--- src/hw/rtl/b64e_pkg.sv ---
// Shared types and constants for the base64 stream encoder.
// Holds the queue entry type and the sextet-to-character mapping.
// Depends on nothing.
package b64e_pkg;

    localparam logic [7:0] PAD_CHAR   = 8'h3D;
    localparam logic [7:0] PLUS_CHAR  = 8'h2B;
    localparam logic [7:0] SLASH_CHAR = 8'h2F;

    // One group of up to three bytes waiting to be turned into characters.
    typedef struct packed {
        logic [23:0] bits;
        logic [1:0]  held;
        logic        last;
    } t_group;

    function automatic logic [7:0] sextet_char(input logic [5:0] s);
        logic [7:0] c;
        c = PAD_CHAR;
        case (s) inside
            [6'd0:6'd25]:  c = 8'h41 + {2'b00, s};
            [6'd26:6'd51]: c = 8'h61 + {2'b00, s} - 8'd26;
            [6'd52:6'd61]: c = 8'h30 + {2'b00, s} - 8'd52;
            6'd62:         c = PLUS_CHAR;
            6'd63:         c = SLASH_CHAR;
            default:       c = PAD_CHAR;
        endcase
        return c;
    endfunction

endpackage

--- src/hw/rtl/base64_stream_encoder.sv ---
// Top level of the base64 stream encoder.
// Instantiates b64e_front, b64e_fifo and b64e_back; depends on b64e_pkg.
//
// Encodes a byte stream to base64 characters (standard alphabet, '=' padding)
// and marks the last character of each message. A byte is accepted in any cycle
// in which the group queue has room, so while it has room bytes are taken at
// one per cycle. Every closed group, full or final partial, yields four characters
// at one per cycle while the output is not stalled, from a registered output
// stage, so that port sets the sustained rate, at four characters per group.
// The group queue holds QUEUE_DEPTH groups, which lets the input keep moving while
// the output is stalled. There is no clearing pass after reset.
module base64_stream_encoder #(
    parameter int QUEUE_DEPTH = 2
) (
    input  logic       i_clk,
    input  logic       i_rst_n,
    input  logic       i_valid,
    output logic       o_ready,
    input  logic [7:0] i_data_byte,
    input  logic       i_end_of_message,
    output logic       o_valid,
    input  logic       i_ready,
    output logic [7:0] o_out_char,
    output logic       o_last_char
);

    b64e_pkg::t_group push_group;
    b64e_pkg::t_group pop_group;
    logic             push;
    logic             pop;
    logic             full;
    logic             empty;

    b64e_front u_front (
        .i_clk            (i_clk),
        .i_rst_n          (i_rst_n),
        .i_valid          (i_valid),
        .o_ready          (o_ready),
        .i_data_byte      (i_data_byte),
        .i_end_of_message (i_end_of_message),
        .i_full           (full),
        .o_push           (push),
        .o_group          (push_group)
    );

    b64e_fifo #(
        .DEPTH (QUEUE_DEPTH)
    ) u_fifo (
        .i_clk       (i_clk),
        .i_rst_n     (i_rst_n),
        .i_push      (push),
        .i_push_data (push_group),
        .o_full      (full),
        .i_pop       (pop),
        .o_pop_data  (pop_group),
        .o_empty     (empty)
    );

    b64e_back u_back (
        .i_clk       (i_clk),
        .i_rst_n     (i_rst_n),
        .i_empty     (empty),
        .i_group     (pop_group),
        .o_pop       (pop),
        .o_valid     (o_valid),
        .i_ready     (i_ready),
        .o_out_char  (o_out_char),
        .o_last_char (o_last_char)
    );

endmodule

--- src/hw/rtl/b64e_front.sv ---
// Front part of the base64 stream encoder: accepts bytes and builds groups.
// A finished or final partial group is pushed into the queue.
// Depends on b64e_pkg.
module b64e_front (
    input  logic              i_clk,
    input  logic              i_rst_n,
    input  logic              i_valid,
    output logic              o_ready,
    input  logic [7:0]        i_data_byte,
    input  logic              i_end_of_message,
    input  logic              i_full,
    output logic              o_push,
    output b64e_pkg::t_group  o_group
);

    logic [15:0] r_pending;
    logic [15:0] n_pending;
    logic [1:0]  r_pos;
    logic [1:0]  n_pos;
    logic [1:0]  pos;
    logic        accept;
    logic        close_group;

    assign o_ready     = !i_full;
    assign accept      = i_valid && o_ready;
    assign pos         = (r_pos == 2'd3) ? 2'd0 : r_pos;
    assign close_group = i_end_of_message || (pos == 2'd2);
    assign o_push      = accept && close_group;

    always_comb begin
        o_group.held = pos + 2'd1;
        o_group.last = i_end_of_message;
        case (pos)
            2'd0:    o_group.bits = {i_data_byte, 16'h0000};
            2'd1:    o_group.bits = {r_pending[15:8], i_data_byte, 8'h00};
            default: o_group.bits = {r_pending, i_data_byte};
        endcase
    end

    always_comb begin
        n_pending = r_pending;
        n_pos     = r_pos;
        if (accept) begin
            if (close_group) begin
                n_pos = 2'd0;
            end else begin
                n_pos = pos + 2'd1;
                if (pos == 2'd0) begin
                    n_pending = {i_data_byte, 8'h00};
                end else begin
                    n_pending = {r_pending[15:8], i_data_byte};
                end
            end
        end
    end

    always_ff @(posedge i_clk) begin
        r_pending <= n_pending;
    end

    always_ff @(posedge i_clk) begin
        if (!i_rst_n) begin
            r_pos <= 2'd0;
        end else begin
            r_pos <= n_pos;
        end
    end

endmodule

--- src/hw/rtl/b64e_fifo.sv ---
// Short queue of groups between the front and back parts of the encoder.
// Register-based, one push and one pop port.
// Depends on b64e_pkg.
module b64e_fifo #(
    parameter int DEPTH = 2
) (
    input  logic              i_clk,
    input  logic              i_rst_n,
    input  logic              i_push,
    input  b64e_pkg::t_group  i_push_data,
    output logic              o_full,
    input  logic              i_pop,
    output b64e_pkg::t_group  o_pop_data,
    output logic              o_empty
);

    localparam int PTR_W = (DEPTH > 1) ? $clog2(DEPTH) : 1;
    localparam int CNT_W = $clog2(DEPTH + 1);

    b64e_pkg::t_group r_mem [DEPTH];
    logic [PTR_W-1:0] r_wr_ptr;
    logic [PTR_W-1:0] r_rd_ptr;
    logic [CNT_W-1:0] r_count;
    logic             do_push;
    logic             do_pop;

    assign o_full     = (r_count == CNT_W'(DEPTH));
    assign o_empty    = (r_count == '0);
    assign do_push    = i_push && !o_full;
    assign do_pop     = i_pop && !o_empty;
    assign o_pop_data = r_mem[r_rd_ptr];

    function automatic logic [PTR_W-1:0] next_ptr(input logic [PTR_W-1:0] p);
        return (p == PTR_W'(DEPTH - 1)) ? '0 : p + PTR_W'(1);
    endfunction

    always_ff @(posedge i_clk) begin
        if (do_push) begin
            r_mem[r_wr_ptr] <= i_push_data;
        end
    end

    always_ff @(posedge i_clk) begin
        if (!i_rst_n) begin
            r_wr_ptr <= '0;
            r_rd_ptr <= '0;
            r_count  <= '0;
        end else begin
            if (do_push) begin
                r_wr_ptr <= next_ptr(r_wr_ptr);
            end
            if (do_pop) begin
                r_rd_ptr <= next_ptr(r_rd_ptr);
            end
            if (do_push && !do_pop) begin
                r_count <= r_count + CNT_W'(1);
            end else if (do_pop && !do_push) begin
                r_count <= r_count - CNT_W'(1);
            end
        end
    end

endmodule

--- src/hw/rtl/b64e_back.sv ---
// Back part of the base64 stream encoder: turns one group into four characters.
// Emits one character per cycle while the output is not stalled, through a registered output stage.
// Depends on b64e_pkg.
module b64e_back (
    input  logic              i_clk,
    input  logic              i_rst_n,
    input  logic              i_empty,
    input  b64e_pkg::t_group  i_group,
    output logic              o_pop,
    output logic              o_valid,
    input  logic              i_ready,
    output logic [7:0]        o_out_char,
    output logic              o_last_char
);

    b64e_pkg::t_group r_cur;
    logic             r_active;
    logic [1:0]       r_idx;
    logic             r_out_valid;
    logic [7:0]       r_out_char;
    logic             r_out_last;
    logic             advance;
    logic [5:0]       sextet;
    logic [7:0]       char_now;

    assign advance = r_active && (!r_out_valid || i_ready);
    assign o_pop   = !i_empty && (!r_active || (advance && (r_idx == 2'd3)));

    always_comb begin
        case (r_idx)
            2'd0:    sextet = r_cur.bits[23:18];
            2'd1:    sextet = r_cur.bits[17:12];
            2'd2:    sextet = r_cur.bits[11:6];
            default: sextet = r_cur.bits[5:0];
        endcase
        char_now = (r_idx > r_cur.held) ? b64e_pkg::PAD_CHAR
                                        : b64e_pkg::sextet_char(sextet);
    end

    always_ff @(posedge i_clk) begin
        if (o_pop) begin
            r_cur <= i_group;
        end
        if (advance) begin
            r_out_char <= char_now;
            r_out_last <= r_cur.last && (r_idx == 2'd3);
        end
    end

    always_ff @(posedge i_clk) begin
        if (!i_rst_n) begin
            r_active    <= 1'b0;
            r_idx       <= 2'd0;
            r_out_valid <= 1'b0;
        end else begin
            if (advance) begin
                r_out_valid <= 1'b1;
            end else if (i_ready) begin
                r_out_valid <= 1'b0;
            end
            if (o_pop) begin
                r_idx <= 2'd0;
            end else if (advance) begin
                r_idx <= r_idx + 2'd1;
            end
            if (o_pop) begin
                r_active <= 1'b1;
            end else if (advance && (r_idx == 2'd3)) begin
                r_active <= 1'b0;
            end
        end
    end

    assign o_valid     = r_out_valid;
    assign o_out_char  = r_out_char;
    assign o_last_char = r_out_last;

endmodule

--- config.mk ---
export PLATFORM = sky130hd
export DESIGN_NAME = base64_stream_encoder
export DESIGN_NICKNAME = d
export VERILOG_FILES = /design/src/hw/rtl/b64e_pkg.sv /design/src/hw/rtl/base64_stream_encoder.sv /design/src/hw/rtl/b64e_front.sv /design/src/hw/rtl/b64e_fifo.sv /design/src/hw/rtl/b64e_back.sv
export SDC_FILE = /design/constraint.sdc
export NUM_CORES = 1
export LEC_CHECK = 0
export ABC_AREA = 0
export BUFFER_PORTS_ARGS = -buffer_cell sky130_fd_sc_hd__buf_2
export CELL_PAD_IN_SITES_DETAIL_PLACEMENT = 1
export CELL_PAD_IN_SITES_GLOBAL_PLACEMENT = 2
export CORE_ASPECT_RATIO = 0.5
export CORE_UTILIZATION = 25
export CTS_CLUSTER_DIAMETER = 200
export DETAILED_ROUTE_END_ITERATION = 10
export PLACE_DENSITY = 0.55
export SLEW_MARGIN = 20
export SYNTH_ARGS = -nofsm -noshare
export SYNTH_HDL_FRONTEND = slang
export SYNTH_SLANG_ARGS = --single-unit
--- constraint.sdc ---
create_clock -name i_clk -period 5.87 [get_ports i_clk]
set_input_delay 1.174 -clock i_clk [delete_from_list [all_inputs] [get_ports i_clk]]
set_output_delay 1.174 -clock i_clk [all_outputs]
set_load 0.01 [all_outputs]
After elaboration in Yosys (flattened, before gate mapping)
Memories as Yosys holds them, arrays and structs flattened. A register that Yosys moved wholly into a read port is not among the register bits.
Index checks and enable logic that the tools add are counted.
Widths: inputs -> output; s select.
{ "word_totals": {"register_bits": 35, "ramBits": 54, "in_bits": 13, "output_inout_bits": 11, "elab_cells": 91, "memories": 1} }
{ "mem_list": {"columns": ["memory", "depth", "word_bits", "read_ports", "rd_clocked_by_memory_dff", "write_ports", "line_no", "text"], "rows": [
  ["u_fifo.r_mem", 2, 27, 1, 1, 1, "b64e_fifo.sv:20", "b64e_pkg::t_group r_mem [DEPTH];"]
]} }
{ "op_classes": {"n_addsub": 11, "n_lt_le_gt_ge": 7, "n_eq_ne": 9, "muxes": 19, "bitwise": 2, "reduce_logical": 31} }
{ "ops": {"columns": ["op", "count"], "rows": [
  ["$pmux 24 s2", 1],
  ["$mux 8", 4],
  ["$pmux 6 s3", 1],
  ["$add 7x6->8 const A", 2],
  ["$logic_and 1x1->1", 13],
  ["$eq 6x6->1 const B", 2],
  ["$le 6x6->1 const B", 2],
  ["$eq 2x2->1 const B", 5],
  ["$mux 1", 8],
  ["$mux 2", 4],
  ["$sub 8x5->8 const B", 1],
  ["$sub 8x6->8 const B", 1],
  ["$add 6x6->7 const A", 1],
  ["$add 2x1->2 const B", 3],
  ["$ge 6x1->1 const B", 1],
  ["$ge 6x5->1 const B", 1],
  ["$ge 6x6->1 const B", 1],
  ["$le 6x5->1 const B", 1],
  ["$logic_not 1->1", 6],
  ["$logic_not 2->1", 3],
  ["$reduce_bool 2->1", 3],
  ["$mux 5", 1],
  ["$eq 2x1->1 const B", 2],
  ["$logic_or 1x1->1", 3],
  ["7 further kinds", 9]
]} }

Logic depth before layout (Yosys ltp)
Gate-level depths: netlist of run 1.
{ "logic_depth": {"ltp_word": 10, "depth_mapped": 12, "ltp_nobuf": 12} }

Hierarchy
From an unflattened synthesis of run 1, not the netlist that was laid out.
{ "unflattened": {"cells_unflattened": 353, "hier_area_um2": 5195.0} }
{ "modules_own_cells": {"columns": ["mod", "instances", "cells_each", "area_per_inst_um2", "seq_area_each_um2"], "rows": [
  ["b64e_fifo", 1, 109, 2179.6, 1721.7],
  ["b64e_back", 1, 167, 2074.5, 1161.1],
  ["b64e_front", 1, 77, 940.9, 520.5]
]} }

Worst setup path after synthesis of run 1
Ideal clock, no wire load.
{ "synth_path": {"kind": "input -> register", "start": "in i_valid", "end": "mem u_fifo.r_mem[0][0] (netlist name) (enable)", "setup_time_ns": 0.447, "arrival_time_ns": 3.224, "required_time_ns": 5.423, "path_slack_ns": 2.199, "stages": 2, "n_path_buf": 0, "path_cell_list": "nand2_1 nor3_1"} }
{ "synth_between": {"elab_chain_len": 5} }
{ "synth_rtl": {"columns": ["element", "line_no", "text"], "rows": [
  ["start: declaration", "base64_stream_encoder.sv:17", "input logic i_valid,"],
  ["$logic_and 1x1->1", "b64e_front.sv:25", "assign accept = i_valid && o_ready;"],
  ["$logic_and 1x1->1", "b64e_front.sv:28", "assign o_push = accept && close_group;"],
  ["$logic_and 1x1->1", "b64e_fifo.sv:29", "assign do_push = i_push && !o_full;"],
  ["$mux 1", "b64e_fifo.sv:38", "if (do_push) begin"],
  ["$mux 1 (implied by the code)", "b64e_fifo.sv:39", "r_mem[r_wr_ptr] <= i_push_data;"],
  ["end: declaration", "b64e_fifo.sv:20", null]
]} }
Every way passes these cells.

Worst setup path in the final report of run 1
{ "layout_path": {"start": "reg u_back.r_idx[1]", "end": "reg u_back.r_out_char[1] (netlist: u_back.o_out_char[1]) (data pin)"} }
{ "layout_between": {"elab_chain_len": 8, "word_cells_on_any_way": 26, "cone_classes": "5 x add/sub; 7 x order compare; 4 x eq/ne; 6 x mux; 4 x reduce/logical"} }
{ "layout_rtl": {"columns": ["element", "line_no", "text"], "rows": [
  ["start: declaration", "b64e_back.sv:18", "logic [1:0] r_idx;"],
  ["start signal: assignment", "b64e_back.sv:64", "r_idx <= r_idx + 2'd1;"],
  ["branches (longest 8 deep; another with $sub 8x6->8)", null, null],
  ["end signal: assignment", "b64e_back.sv:45", "r_out_char <= char_now;"],
  ["end: declaration", "b64e_back.sv:20", "logic [7:0] r_out_char;"]
]} }
Several ways; the timed one is not identified.
A chain may end at the register's enable or synchronous reset.

==> results of run 1 <==
-- state kept, by name, indices dropped and copies added, names as in the netlist, 2 cells and up --
name / count
u_back.o_out_char: 8
u_back.r_cur: 27
u_back.r_idx: 2
u_fifo.r_count: 2
u_fifo.r_mem: 54
u_front.r_pending: 16
u_front.r_pos: 2
-- cells by family (layout without fill, tap and decap cells) --
logic type | count (synthesis) | after routing | synth area share, %
xor+xnor | 12 | 12 | 2.06
buf+inv | 33 | 78 | 2.94
compound gates | 60 | 60 | 9.09
fa+ha+maj | 17 | 17 | 4.17
flops | 116 | 116 | 66.3
mux | 31 | 31 | 6.74
simple gates | 92 | 92 | 8.73
-- worst paths after layout --
check | startpoint | endpoint | slack, ns | cells past startpoint
worst min register to register | u_back.r_active$_SDFFE_PN0P_ | u_back.o_valid$_SDFFE_PN0P_ | 0.50 | 2
worst max-delay path | u_back.r_idx[1]$_SDFFE_PP0P_ | u_back.o_out_char[1]$_SDFFCE_PN0P_ | 2.47 | 9
worst min-delay path | u_back.r_active$_SDFFE_PN0P_ | u_back.o_valid$_SDFFE_PN0P_ | 0.50 | 2
worst max register to register | u_back.r_idx[1]$_SDFFE_PP0P_ | u_back.o_out_char[1]$_SDFFCE_PN0P_ | 2.47 | 9
-- stage by stage --
step                hold WS, ns  setup WS [ns]
floorplan                 0.456           2.20
global placement          0.476           2.50
detailed placement        0.489           2.44
CTS                       0.498           2.44
global route              0.530           2.22
finish                    0.499           2.47
-- final cells by class --
type	instances	area (um2)
fillers	2111	13600
flip-flops and latches	116	3380
multi-input cells	212	1580
clock buffers	17	425
well taps	266	333
clock inverters	15	176
repair buffers	26	138
inverters	20	75.1
-- worst reg2reg max path, cell delays in order (launching register included) --
cell	delay, ns
sky130_fd_sc_hd__dfxtp_1	0.40
sky130_fd_sc_hd__ha_1	0.53
sky130_fd_sc_hd__mux2i_1	0.67
sky130_fd_sc_hd__inv_1	0.19
sky130_fd_sc_hd__ha_1	0.29
sky130_fd_sc_hd__nor2_1	0.22
sky130_fd_sc_hd__nand2_2	0.12
sky130_fd_sc_hd__a32o_1	0.31
sky130_fd_sc_hd__a221o_1	0.28
sky130_fd_sc_hd__and3_1	0.16
-- power groups by stage --
stage	logic (mW)	clock network [mW]	registers (mW)
2_1_floorplan	0.764	0	1.21
3_3_place_gp	1.02	0	1.22
3_5_place_dp	1.01	0	1.22
4_1_cts	1.02	1.09	1.20
5_1_grt	1.12	1.12	1.21
6_report	1.00	1.06	1.20
-- cells in the mapped netlist (all sizes together) --
cell type / count / area, um2
a211o: 1 / 8.76
a21boi: 3 / 22.5
a21oi: 8 / 55.1
a221o: 3 / 30.0
a222oi: 1 / 10.0
a22o: 9 / 78.8
a22oi: 2 / 15.0
a31oi: 1 / 6.26
a32o: 5 / 52.6
a32oi: 1 / 27.5
and2: 15 / 93.8
and3: 1 / 6.26
buf: 4 / 41.3
clkbuf: 9 / 33.8
dfxtp: 10 / 200
edfxtp: 106 / 3180
ha: 17 / 213
inv: 20 / 75.1
mux2: 27 / 304
mux2i: 4 / 40.0
nand2: 38 / 145
nand2b: 2 / 12.5
nand3: 6 / 30.0
nor2: 11 / 41.3
nor2b: 12 / 75.1
nor3: 2 / 10.0
nor4: 2 / 12.5
o211a: 1 / 10.0
o211ai: 1 / 7.51
o21a: 4 / 30.0
o21ai: 17 / 85.1
o31a: 2 / 17.5
o31ai: 1 / 7.51
or2: 2 / 12.5
or3: 1 / 6.26
xnor2: 9 / 78.8
xor2: 3 / 26.3
-- cell usage in the layout, fill, tap and decap left out, types with 3 or more instances in the layout --
master                        n
sky130_fd_sc_hd__o21ai_0     15
sky130_fd_sc_hd__dfxtp_1     10
sky130_fd_sc_hd__buf_4        3
sky130_fd_sc_hd__nor2_1      11
sky130_fd_sc_hd__mux2i_1      4
sky130_fd_sc_hd__xnor2_1      9
sky130_fd_sc_hd__a221o_1      3
sky130_fd_sc_hd__bufinv_16    3
sky130_fd_sc_hd__nor2b_1     12
sky130_fd_sc_hd__buf_2       23
sky130_fd_sc_hd__a32o_1       3
sky130_fd_sc_hd__a22o_1       9
sky130_fd_sc_hd__xor2_1       3
sky130_fd_sc_hd__a21oi_2      4
sky130_fd_sc_hd__clkbuf_16   17
sky130_fd_sc_hd__inv_1       18
sky130_fd_sc_hd__a21oi_1      4
sky130_fd_sc_hd__inv_6        5
sky130_fd_sc_hd__and2_1      15
sky130_fd_sc_hd__nand2_1     37
sky130_fd_sc_hd__edfxtp_1   106
sky130_fd_sc_hd__o21a_1       4
sky130_fd_sc_hd__ha_1        17
sky130_fd_sc_hd__nand3_1      6
sky130_fd_sc_hd__mux2_2      27
-- metal layers --
layer,wire [um],vias to the layer above,GRT usage (%)
met5,0,-,0
met4,188,0,5.17
met3,283,10,3.51
met2,4090,35,14.7
met1,5910,1327,15.3
li1,-,1388,-
==> impl_summary.md, run 1 <==
Synth
During synthesis, Yosys emitted a total of 0 warnings. The mean cell area of the mapped netlist is 14.1 um2. The synthesized netlist contains 44 unique library cells.

Counting flops and latches in the post-synthesis netlist gives 116. Synthesis handed over a netlist of 361 instances. Sequential cells were found to cover 66.3% of the synthesized design area. The summed instance area of the synthesized netlist is 5100 um2.

Counting every net in the synthesized netlist gives 391.

Place
Buffers placed on the I/O ports in this run total 23. The weighted congestion reported at the end of routability-driven placement is 0.795. The HPWL after detailed placement is roughly 7.2 mm. The standard cell area after detailed placement is between 5000 and 6000 um2.

Including well taps, the total number of placed cells is 640.

Finish
In the final layout, the share of cells above drive strength 1 is between 20% and 30%. The final net count is 423. The number of antenna diodes in the final layout is 0. At the end of the flow the core is filled with cells to between 30% and 40%.

For this run, the number of standard cells in the final layout without fillers is 672. The finished cells cover 6110 um2. The post-synthesis to final-layout area growth is 19.6%.

Die
The floorplan die height is 103 um. 24 I/O pins were placed. The total die area is about 21000 um2. Once the floorplan was initialized, standard cells occupied around 26% of the core. The number of core rows is 36. After floorplanning, the core was sized to cover 19700 um2. The chip width is 204 um.

Worst setup path
The critical path goes through ha_1, mux2i_1, inv_1, ha_1, nor2_1, nand2_2, a32o_1, a221o_1, and3_1. The type of the setup path with the least slack is reg2reg. At the worst endpoint, the required time is 6.04 ns.

For this design, the slowest cell found on the critical path is sky130_fd_sc_hd__mux2i_1. The signal arrival time at the worst endpoint is 3.56 ns. Along the worst path, the maximum fanout reaches 11. The worst setup path is captured at a register.

Grouping stages by cell kind, the critical path spends the most delay in adder cells. Together, buffers and inverters on the worst path number 1. Among the stages of the critical path, the cell type that occurs most often is sky130_fd_sc_hd__ha_1.

On the worst path, the slowest cell contributes a delay of 0.67 ns. The critical path launch point type is a register.

Timing
In this run the tightest slew margin relative to its limit is 35.7%. For this run, the top clock speed supported by timing is between 0.2 and 0.3 GHz. The final number of hold-violating endpoints is 0. The count of pins over their slew limit was 0.

Setup repair after global routing left no endpoint under its margin. The final total negative setup slack is 0 ns. The minimum clock period is 3.40 ns. The clock skew is 0.0104 ns.

In the finished design, the share of the clock period the worst path needs comes to between 50% and 60%. Setup violations remaining at the end of the flow were counted as 0. At the pin with the least slew margin, the transition time is approximately 0.96 ns.

GRT
The wire length of the first global-routing pass is 16.2 mm. The aggregate global routing overflow is 0. The initial antenna violation count is 0.

The total track usage is a little over a tenth. The number of global-route vias before repair is 2807. The largest net degree at the start of global routing is 29.

Route
The number of nets with antenna violations after detailed routing is 0. The count of vias placed by the detailed router is around 2800. For this block, the routed nets add up to 10.5 mm of wire. The detailed router finished its first iteration with 133 violations. In the routed layout, each cell is associated on average with a via count of 4.11. The remaining design rule violation count is 0. The count of TritonRoute iterations in the first routing pass is 5. The wire length per cell after detailed routing is 15.6 um.

Clock network
The worst-skew pair later-pin latency is 0.41 ns. The total clock sinks is 116. In this run, post-CTS repair resized a total of 0 instances. The deepest level of the CTS H-tree is 4. The root cell of the clock tree is sky130_fd_sc_hd__clkbuf_16.

The clock passes through at most 2 buffers. Once the clock tree was built, the setup fixing pass inserted 0 buffers. The clock buffer count from CTS is 17. The clock-pin slew reported for the worst setup and hold paths after clock tree synthesis is 0.06 ns. The TritonCTS clock tree is built. The post-cts hold buffer count is 0.

Power
In this run switching power makes up 32.3% of total power. IR analysis of the VDD net gives a maximum drop of 0.000173 V. The analysis attributes to cell leakage a power of 2.17 nW. The analysis attributes to net switching a power of about 1.1 mW. The internal power summed over all cells is 2.21 mW. The proportion of power drawn by the clock network is 32.5%. Power spread over the standard cell area amounts to 534 nW/um2. Registers are responsible for 36.8% of the overall power. Total power for the finished layout comes to between 3 and 4 mW.

The part of the power in combinational logic is 30.7%.

Hold path
The type of the tightest min-delay check is reg2reg.

Run
Across the run, the number of max-cap violations was 0.

Status
The run finished with clean final reports.
No activity file was read; power rests on OpenSTA's default activity.
==> run 2, diff against run 1 <==
--- a/config.mk
+++ b/config.mk
@@ -13,7 +13,7 @@
 export CORE_UTILIZATION = 25
 export CTS_CLUSTER_DIAMETER = 200
 export DETAILED_ROUTE_END_ITERATION = 10
-export PLACE_DENSITY = 0.55
+export PLACE_DENSITY = 0.57
 export SLEW_MARGIN = 20
 export SYNTH_ARGS = -nofsm -noshare
 export SYNTH_HDL_FRONTEND = slang
==> constraint.sdc (replaced) <==
create_clock -name i_clk -period 2.97 [get_ports i_clk]
set_input_delay 0.594 -clock i_clk [delete_from_list [all_inputs] [get_ports i_clk]]
set_output_delay 0.594 -clock i_clk [all_outputs]
set_load 0.01 [all_outputs]
==> impl_summary.md, run 2 (synthesized netlist as in run 1, its figures left out) <==
Status
The run finished with clean final reports.

Die
The initial cell density of the core is 25.9%. The area of the core is roughly 20000 um2. The floorplan die height is 103 um. The chip width is 204 um. In this run the core area contains 36 standard-cell rows. The floorplan step defined a die boundary enclosing 21000 um2. For this design the top-level I/O count stands at 24.

Run
The tool flagged a number of max-cap violations equal to 0.

Finish
The top cell types in the final layout, fill and taps aside, are sky130_fd_sc_hd__edfxtp_1 (106), sky130_fd_sc_hd__nand2_1 (37), sky130_fd_sc_hd__mux2_2 (27), sky130_fd_sc_hd__buf_2 (23), sky130_fd_sc_hd__inv_1 (18). The post-synthesis to final-layout area growth is 22.4%. In the final layout, the registers with the most flip-flops are u_fifo.r_mem: 54 flops, u_back.r_cur: 27 flops, u_front.r_pending: 16 flops.

The most common library cell in the layout ignoring fill and taps is sky130_fd_sc_hd__edfxtp_1. For this run, the post-layout net count is 436. More flip-flops sit in one register than any other, and that register is u_fifo.r_mem. The number of flip-flops under the largest register name is 54. The share of cells above drive strength 1 is 27.4%. Summing all non-filler instances in the final layout gives an area of 6250 um2.

At the end of the flow the core is filled with cells to a little under a third. The antenna diode instance count is 0. The layout has 2120 filler cells.

Power
The leakage power is 2.23 nW. The worst ir drop on vdd is approximately 0.00033 V. The power per cell area is 1060 nW/um2.

Timing
The minimum clock period is 2.83 ns. The final total negative setup slack is 0 ns. The final critical-path share of the clock period is 95.2%.

The clock skew is 0.0111 ns. The count of pins over their slew limit came to 0. The highest attainable clock frequency is 0.354 GHz. Setup repair after global routing left no endpoint under its margin. At the pin with the least slew margin, the transition time is a little over 0.7 ns. The relative slew slack is roughly 52%. The final number of hold-violating endpoints came to 0. Setup violations remaining at the end of the flow were counted as 0.

Clock network
The total clock sinks is 116. The tree is rooted in a sky130_fd_sc_hd__clkbuf_16. The clock buffer count from CTS is 17.

The TritonCTS clock tree is built. Hold repair after CTS inserted 0 buffers. The deepest level of the CTS H-tree is 4. The clock-pin slew reported for the worst setup and hold paths after clock tree synthesis is ~0.060 ns. Clock latency on the worst-skew pair, taken at its later pin, is 0.41 ns. The maximum root-to-sink buffer count is 2.

Hold path
The worst hold path begins at i_end_of_message. Along the worst hold path, the cell count comes to 1. The type of the tightest min-delay check is in2reg. The terminating pin of the worst hold path is u_fifo.r_mem[1][0]$_DFFE_PP_.

Route
The detailed router finished its first iteration with 115 violations. After detailed routing, the number of remaining DRC violations is 0. Dividing the detail-routed wire length by the instance count gives 15.5 um.

In this run the top signal layer used is met4. The number of nets with antenna violations after detailed routing is 0. For this block, wires on met1 add up to 5.85 mm.

The count of vias placed by the detailed router is 2812. Detailed routing placed a total of 4.46 mm of wire on met2. Using the TritonRoute via totals, the vias-per-cell ratio works out to 4.11. The first detailed-routing pass took 4 iterations. For this block, the routed nets add up to 10.7 mm of wire. Detailed routing placed a total of 258 um of wire on met3.

Worst setup path
The critical path capture point type is a register. Across all register-to-register paths, the minimum setup slack is about 0.14 ns. In this run the critical register-to-register path is launched from u_back.r_idx[0]$_SDFFE_PP0P_. The stage delay of the slowest cell on the critical path is around 0.35 ns.

Walking the worst path, the cells encountered are inv_1, ha_1, buf_4, a21oi_2, a32o_2, inv_2, ha_1, o31a_1, a21oi_4, a221o_1, and3_1. At the worst endpoint, the arrival time is 2.99 ns. The peak fanout along the critical path is 7. In this run the critical register-to-register path is captured at u_back.o_out_char[1]$_SDFFCE_PN0P_. The required time reported for the critical path endpoint is between 3 and 4 ns.

STA classifies the critical path startpoint as a register. The most numerous cell type found on the critical path is sky130_fd_sc_hd__ha_1. For this design, the slowest cell found on the critical path is sky130_fd_sc_hd__ha_1. By startpoint and endpoint, the worst setup path is classified as reg2reg. The length in cells of the worst reg-to-reg path is 11.

Place
Detailed placement ended at an HPWL of 7.52 mm. The standard cell area after detailed placement is 5620 um2. The number of I/O port buffers is 23. Routability-driven placement finished with a final weighted congestion of 0.768.

GRT
The initial antenna violation count is 0. For this run the aggregate overflow at the end of global routing stands at 0. Entering global routing, the biggest net connects 29 pins.

The number of global-route vias before repair is between 2000 and 3000. The wire length of the first global-routing pass is 16.4 mm. Global routing used between 10% and 20% of the available tracks.
-- run 2: how the worst max path moves through the flow --
| stage | startpoint | end | slack (ns) | depth (start not counted) |
|---|---|---|---|---|
| floorplan | u_back.r_idx[0]$_SDFFE_PP0P_ | u_back.o_out_char[1]$_SDFFCE_PN0P_ | 0.15 | 11 |
| finish | u_back.r_idx[0]$_SDFFE_PP0P_ | u_back.o_out_char[1]$_SDFFCE_PN0P_ | 0.14 | 11 |
| detailed placement | u_back.r_idx[0]$_SDFFE_PP0P_ | u_back.o_out_char[4]$_SDFFCE_PN1P_ | 0.09 | 12 |
| global route | u_back.r_idx[0]$_SDFFE_PP0P_ | u_back.o_out_char[1]$_SDFFCE_PN0P_ | 0.02 | 11 |
| global placement | u_back.r_idx[0]$_SDFFE_PP0P_ | u_back.o_out_char[4]$_SDFFCE_PN1P_ | 0.14 | 12 |
| CTS | u_back.r_idx[0]$_SDFFE_PP0P_ | u_back.o_out_char[4]$_SDFFCE_PN1P_ | 0.07 | 12 |
-- run 2: final cells by class --
type	instances	area, um2	area share (%)
flip-flops and latches	116	3390	54.2
clock inverters	15	168	2.68
repair buffers	39	260	4.17
multi-input cells	212	1600	25.6
clock buffers	17	425	6.81
well taps	266	333	5.33
inverters	20	75.1	1.20
-- run 2: worst max-delay path, delay by kind of cell (launching register included) --
kind            cells  cell delay, ns
compound gates      5            1.07
fa+ha+maj           2            0.56
simple gates        1            0.16
flops               1            0.34
buf+inv             3            0.45
-- run 2: layer usage --
layer	vias up	track usage, %
met2	28	15.6
met1	1358	15.3
met4	0	4.31
li1	1420	-
met5	-	0
met3	6	2.78
-- run 2: what timing repair did --
action                                  CTS  global route
endpoints found under the setup margin    0             6
gates resized for setup                   0             6
buffers inserted                          0             2
-- run 2: stage by stage --
stage,total power [mW],setup slack [ns],std cells,hold WS [ns]
after floorplan,3.91,0.151,361,0.456
after global placement,4.51,0.135,651,0.528
after detailed placement,4.52,0.0851,651,0.533
after CTS,6.62,0.0667,683,0.380
after global routing,6.98,0.0229,685,0.389
final,6.60,0.142,685,0.394
-- run 2: power breakdown --
part,internal (mW),switching (mW),total [mW]
Clock,1.26,0.810,2.07
Sequential,2.25,0.110,2.36
Combinational,0.901,1.27,2.17
==> run 3, diff against run 2 <==
--- a/config.mk
+++ b/config.mk
@@ -13,6 +13,7 @@
 export CORE_UTILIZATION = 25
 export CTS_CLUSTER_DIAMETER = 200
 export DETAILED_ROUTE_END_ITERATION = 10
+export GPL_TIMING_DRIVEN = 0
 export PLACE_DENSITY = 0.57
 export SLEW_MARGIN = 20
 export SYNTH_ARGS = -nofsm -noshare
==> impl_summary.md, run 3 (synthesized netlist as in run 1, its figures left out) <==
Status
The flow ran to the end, and the final reports show no timing, DRC or antenna violations.

Clock network
The number of hold buffers added after CTS was 0. The root cell of the clock tree is sky130_fd_sc_hd__clkbuf_16. The clock net in this run drives a total of 116 sinks. TritonCTS built the clock tree.

The number of clock buffers added by TritonCTS is 17. The maximum root-to-sink buffer count is 2. The later pin in the worst-skew pair is clocked with a latency of 0.41 ns. After clock tree synthesis, the clock-pin slew on the worst setup and hold paths is ~0.060 ns. In this run the number of H-tree levels came out at 4.

Route
The wire length per cell after detailed routing is 15.4 um. The remaining design rule violation count is 0. The detail route stage leaves a number of antenna-violating nets equal to 0.

The count of TritonRoute iterations in the first routing pass is 4. The count of vias placed by the detailed router is 2865. For this block, the initial DRC count from the detailed router was 142.

The routed via count divided by cell count is 4.15. The routed wire length is 10.7 mm.

Power
The switching share of power is 32.6%. The proportion of power drawn by the clock network is 32.4%. IR analysis of the VDD net gives a maximum drop of approximately 0.00038 V.

The leakage power is 2.25 nW. The power per cell area is 1070 nW/um2. The internal power summed over all cells is 4.57 mW.

The switching power summed over all nets is 2.21 mW. Combinational logic burns 32.7% of the power. The sequential group share of total power is a little over a third.

Finish
The antenna diode instance count is 0. The most common library cell in the layout ignoring fill and taps is sky130_fd_sc_hd__edfxtp_1. The register with the most flip-flops in the layout has 54 of them. The final non-filler cell area is 6330 um2. The post-synthesis to final-layout area growth is 24.1%. The total area of sequential cells is 3390 um2.

The final net count is 441. The share of cells above drive strength 1 is between 20 and 30%. The top cell types in the final layout, fill and taps aside, are sky130_fd_sc_hd__edfxtp_1 (106), sky130_fd_sc_hd__nand2_1 (37), sky130_fd_sc_hd__mux2_2 (27), sky130_fd_sc_hd__buf_2 (23), sky130_fd_sc_hd__clkbuf_16 (17). Counting the fill cells in the layout gives 2096. The largest registers in the layout are u_fifo.r_mem: 54 flops, u_back.r_cur: 27 flops, u_front.r_pending: 16 flops. u_fifo.r_mem holds more flip-flops than any other register. The area of the multi-input gates is 1640 um2. Once layout is complete, the cells apart from fillers number 690.

GRT
The first global-routing pass estimated about 17 mm of wire. The initial antenna violation count is 0. Global routing finished with a remaining overflow of 0. The largest net degree at the start of global routing is 28. The number of global-route vias before repair was 2938. Global routing consumed, over all layers together, a little over a tenth of the routing resources.

Timing
The minimum clock period is 2.87 ns. The smallest setup slack after layout is ~0.10 ns. The highest attainable clock frequency is between 0.3 and 0.4 GHz. The clock skew is 0.0104 ns.

The slew at the pin closest to its max-slew limit is 0.981 ns. The final critical-path share of the clock period is just under 100%. The worst hold margin is a little over 0.4 ns.

The count of pins over their slew limit came to 0. The relative slew slack is about a third. The total of endpoints with negative setup slack in the final report is 0. The final number of hold-violating endpoints came to 0.

Worst setup path
The stage delay of the slowest cell on the critical path is approximately 0.46 ns. The signal on the critical path passes through inv_2, ha_4, a222oi_1, mux2i_4, inv_1, ha_2, nor2_2, o21ai_1, mux2i_1, a32o_1, a221o_1, and3_1. The buffering stage count on the worst path with inverters included is 2. The total stage count of the critical path is 12. The largest delay contributor family on the critical path is compound AO/OA/AOI/OAI gates. In this run the critical register-to-register path is captured at u_back.o_out_char[1]$_SDFFCE_PN0P_. The length in cells of the worst reg-to-reg path is 12. The peak fanout along the critical path is 5. On the critical path, the stage with the largest delay is an instance of sky130_fd_sc_hd__a222oi_1. The reg-to-reg setup timing slack is approximately 0.10 ns. The capture point of the worst path is u_back.o_out_char[1]$_SDFFCE_PN0P_. At the worst endpoint, the required time is 3.14 ns. The type of the setup path with the least slack is reg2reg. The startpoint identified for the worst register-to-register timing path is u_back.r_idx[0]$_SDFFE_PP0P_.

The critical path capture point type is a register. The start point of the critical path is u_back.r_idx[0]$_SDFFE_PP0P_. The critical path launch point type is a register. Data on the critical path arrives at its endpoint at 3.04 ns.

Die
The total die area is 21000 um2. During I/O placement, the number of pins put on the boundary was 24. Row generation in the floorplan step produced 36 rows.

The floorplan die height is 103 um. The chip width is 204 um. The initial cell density of the core is between 20% and 30%.

The area of the core is roughly 20000 um2.

Place
Once placement finished, the instance area stood at 5590 um2. In this run the tool buffered the top-level ports with 23 buffer cells. Including well taps, the total number of placed cells is 652. The half-perimeter wire length after detailed placement is between 7 and 8 mm. At the placement stage, the worst setup path has a slack of -0.509 ns. At the end of routability-driven placement, the weighted congestion stood at 0.733.

Run
The total of max-cap violations is 0.

Hold path
Along the worst hold path, the cell count comes to 1. The worst hold path belongs to the class in2reg.
==> run 3: changes by cell type in the layout (fill, tap and decap cells not counted), moves of 3 or more <==
cell,change
sky130_fd_sc_hd__clkbuf_1,+9
sky130_fd_sc_hd__inv_8,+3
sky130_fd_sc_hd__buf_6,+5
sky130_fd_sc_hd__buf_4,-8
sky130_fd_sc_hd__clkinvlp_4,-3
sky130_fd_sc_hd__ha_1,-4
==> run 3: how the worst min path moves through the flow <==
| stage | from | to | slack (ns) |
|---|---|---|---|
| after floorplan | u_back.r_active$_SDFFE_PN0P_ | u_back.o_valid$_SDFFE_PN0P_ | 0.46 |
| after CTS | i_end_of_message | u_fifo.r_mem[0][0]$_DFFE_PP_ | 0.39 |
| after global placement | u_back.r_active$_SDFFE_PN0P_ | u_back.o_valid$_SDFFE_PN0P_ | 0.51 |
| final | i_end_of_message | u_fifo.r_mem[0][0]$_DFFE_PP_ | 0.41 |
| after global routing | i_end_of_message | u_fifo.r_mem[0][0]$_DFFE_PP_ | 0.40 |
| after detailed placement | u_back.r_active$_SDFFE_PN0P_ | u_back.o_valid$_SDFFE_PN0P_ | 0.49 |
==> run 3: timing repair <==
| item | 4_1_cts | 5_1_grt |
|---|---|---|
| setup buffers | 2 | 4 |
| gates resized for setup | 11 | 8 |
| endpoints found under the setup margin | 8 | 7 |
| pin swaps | 1 | 4 |
==> run 3: area by class of cell <==
class                   instances  area share, %
flip-flops and latches        116           53.5
multi-input cells             212           25.9
clock buffers                  17           6.72
well taps                     266           5.25
clock inverters                15           3.22
repair buffers                 31           3.00
plain buffers                  13           1.19
inverters                      20           1.19
==> run 3: through the flow <==
step | setup TNS [ns] | utilization, % | power [mW]
2_1_floorplan | 0 | - | 3.91
3_3_place_gp | -7.88 | 28.2 | 4.48
3_5_place_dp | -2.77 | 28.3 | 4.48
4_1_cts | 0 | 31.8 | 6.79
5_1_grt | -0.0352 | 32.1 | 7.20
6_report | 0 | 32.1 | 6.78
==> run 3: power by group through the flow <==
stage                     sequential, mW  combinational (mW)  clock (mW)
after floorplan                     2.40                1.51           0
after global placement              2.39                2.09           0
after detailed placement            2.40                2.08           0
after CTS                           2.37                2.17        2.25
after global routing                2.40                2.48        2.32
final                               2.37                2.22        2.20
==> run 3: routing by layer <==
| metal | GRT usage, % | wire [um] | up-vias |
|---|---|---|---|
| li1 | - | - | 1440 |
| met5 | 0 | 0 | - |
| met3 | 2.81 | 270 | 11 |
| met1 | 15.6 | 5940 | 1378 |
| met2 | 15.9 | 4350 | 36 |
| met4 | 4.02 | 98 | 0 |
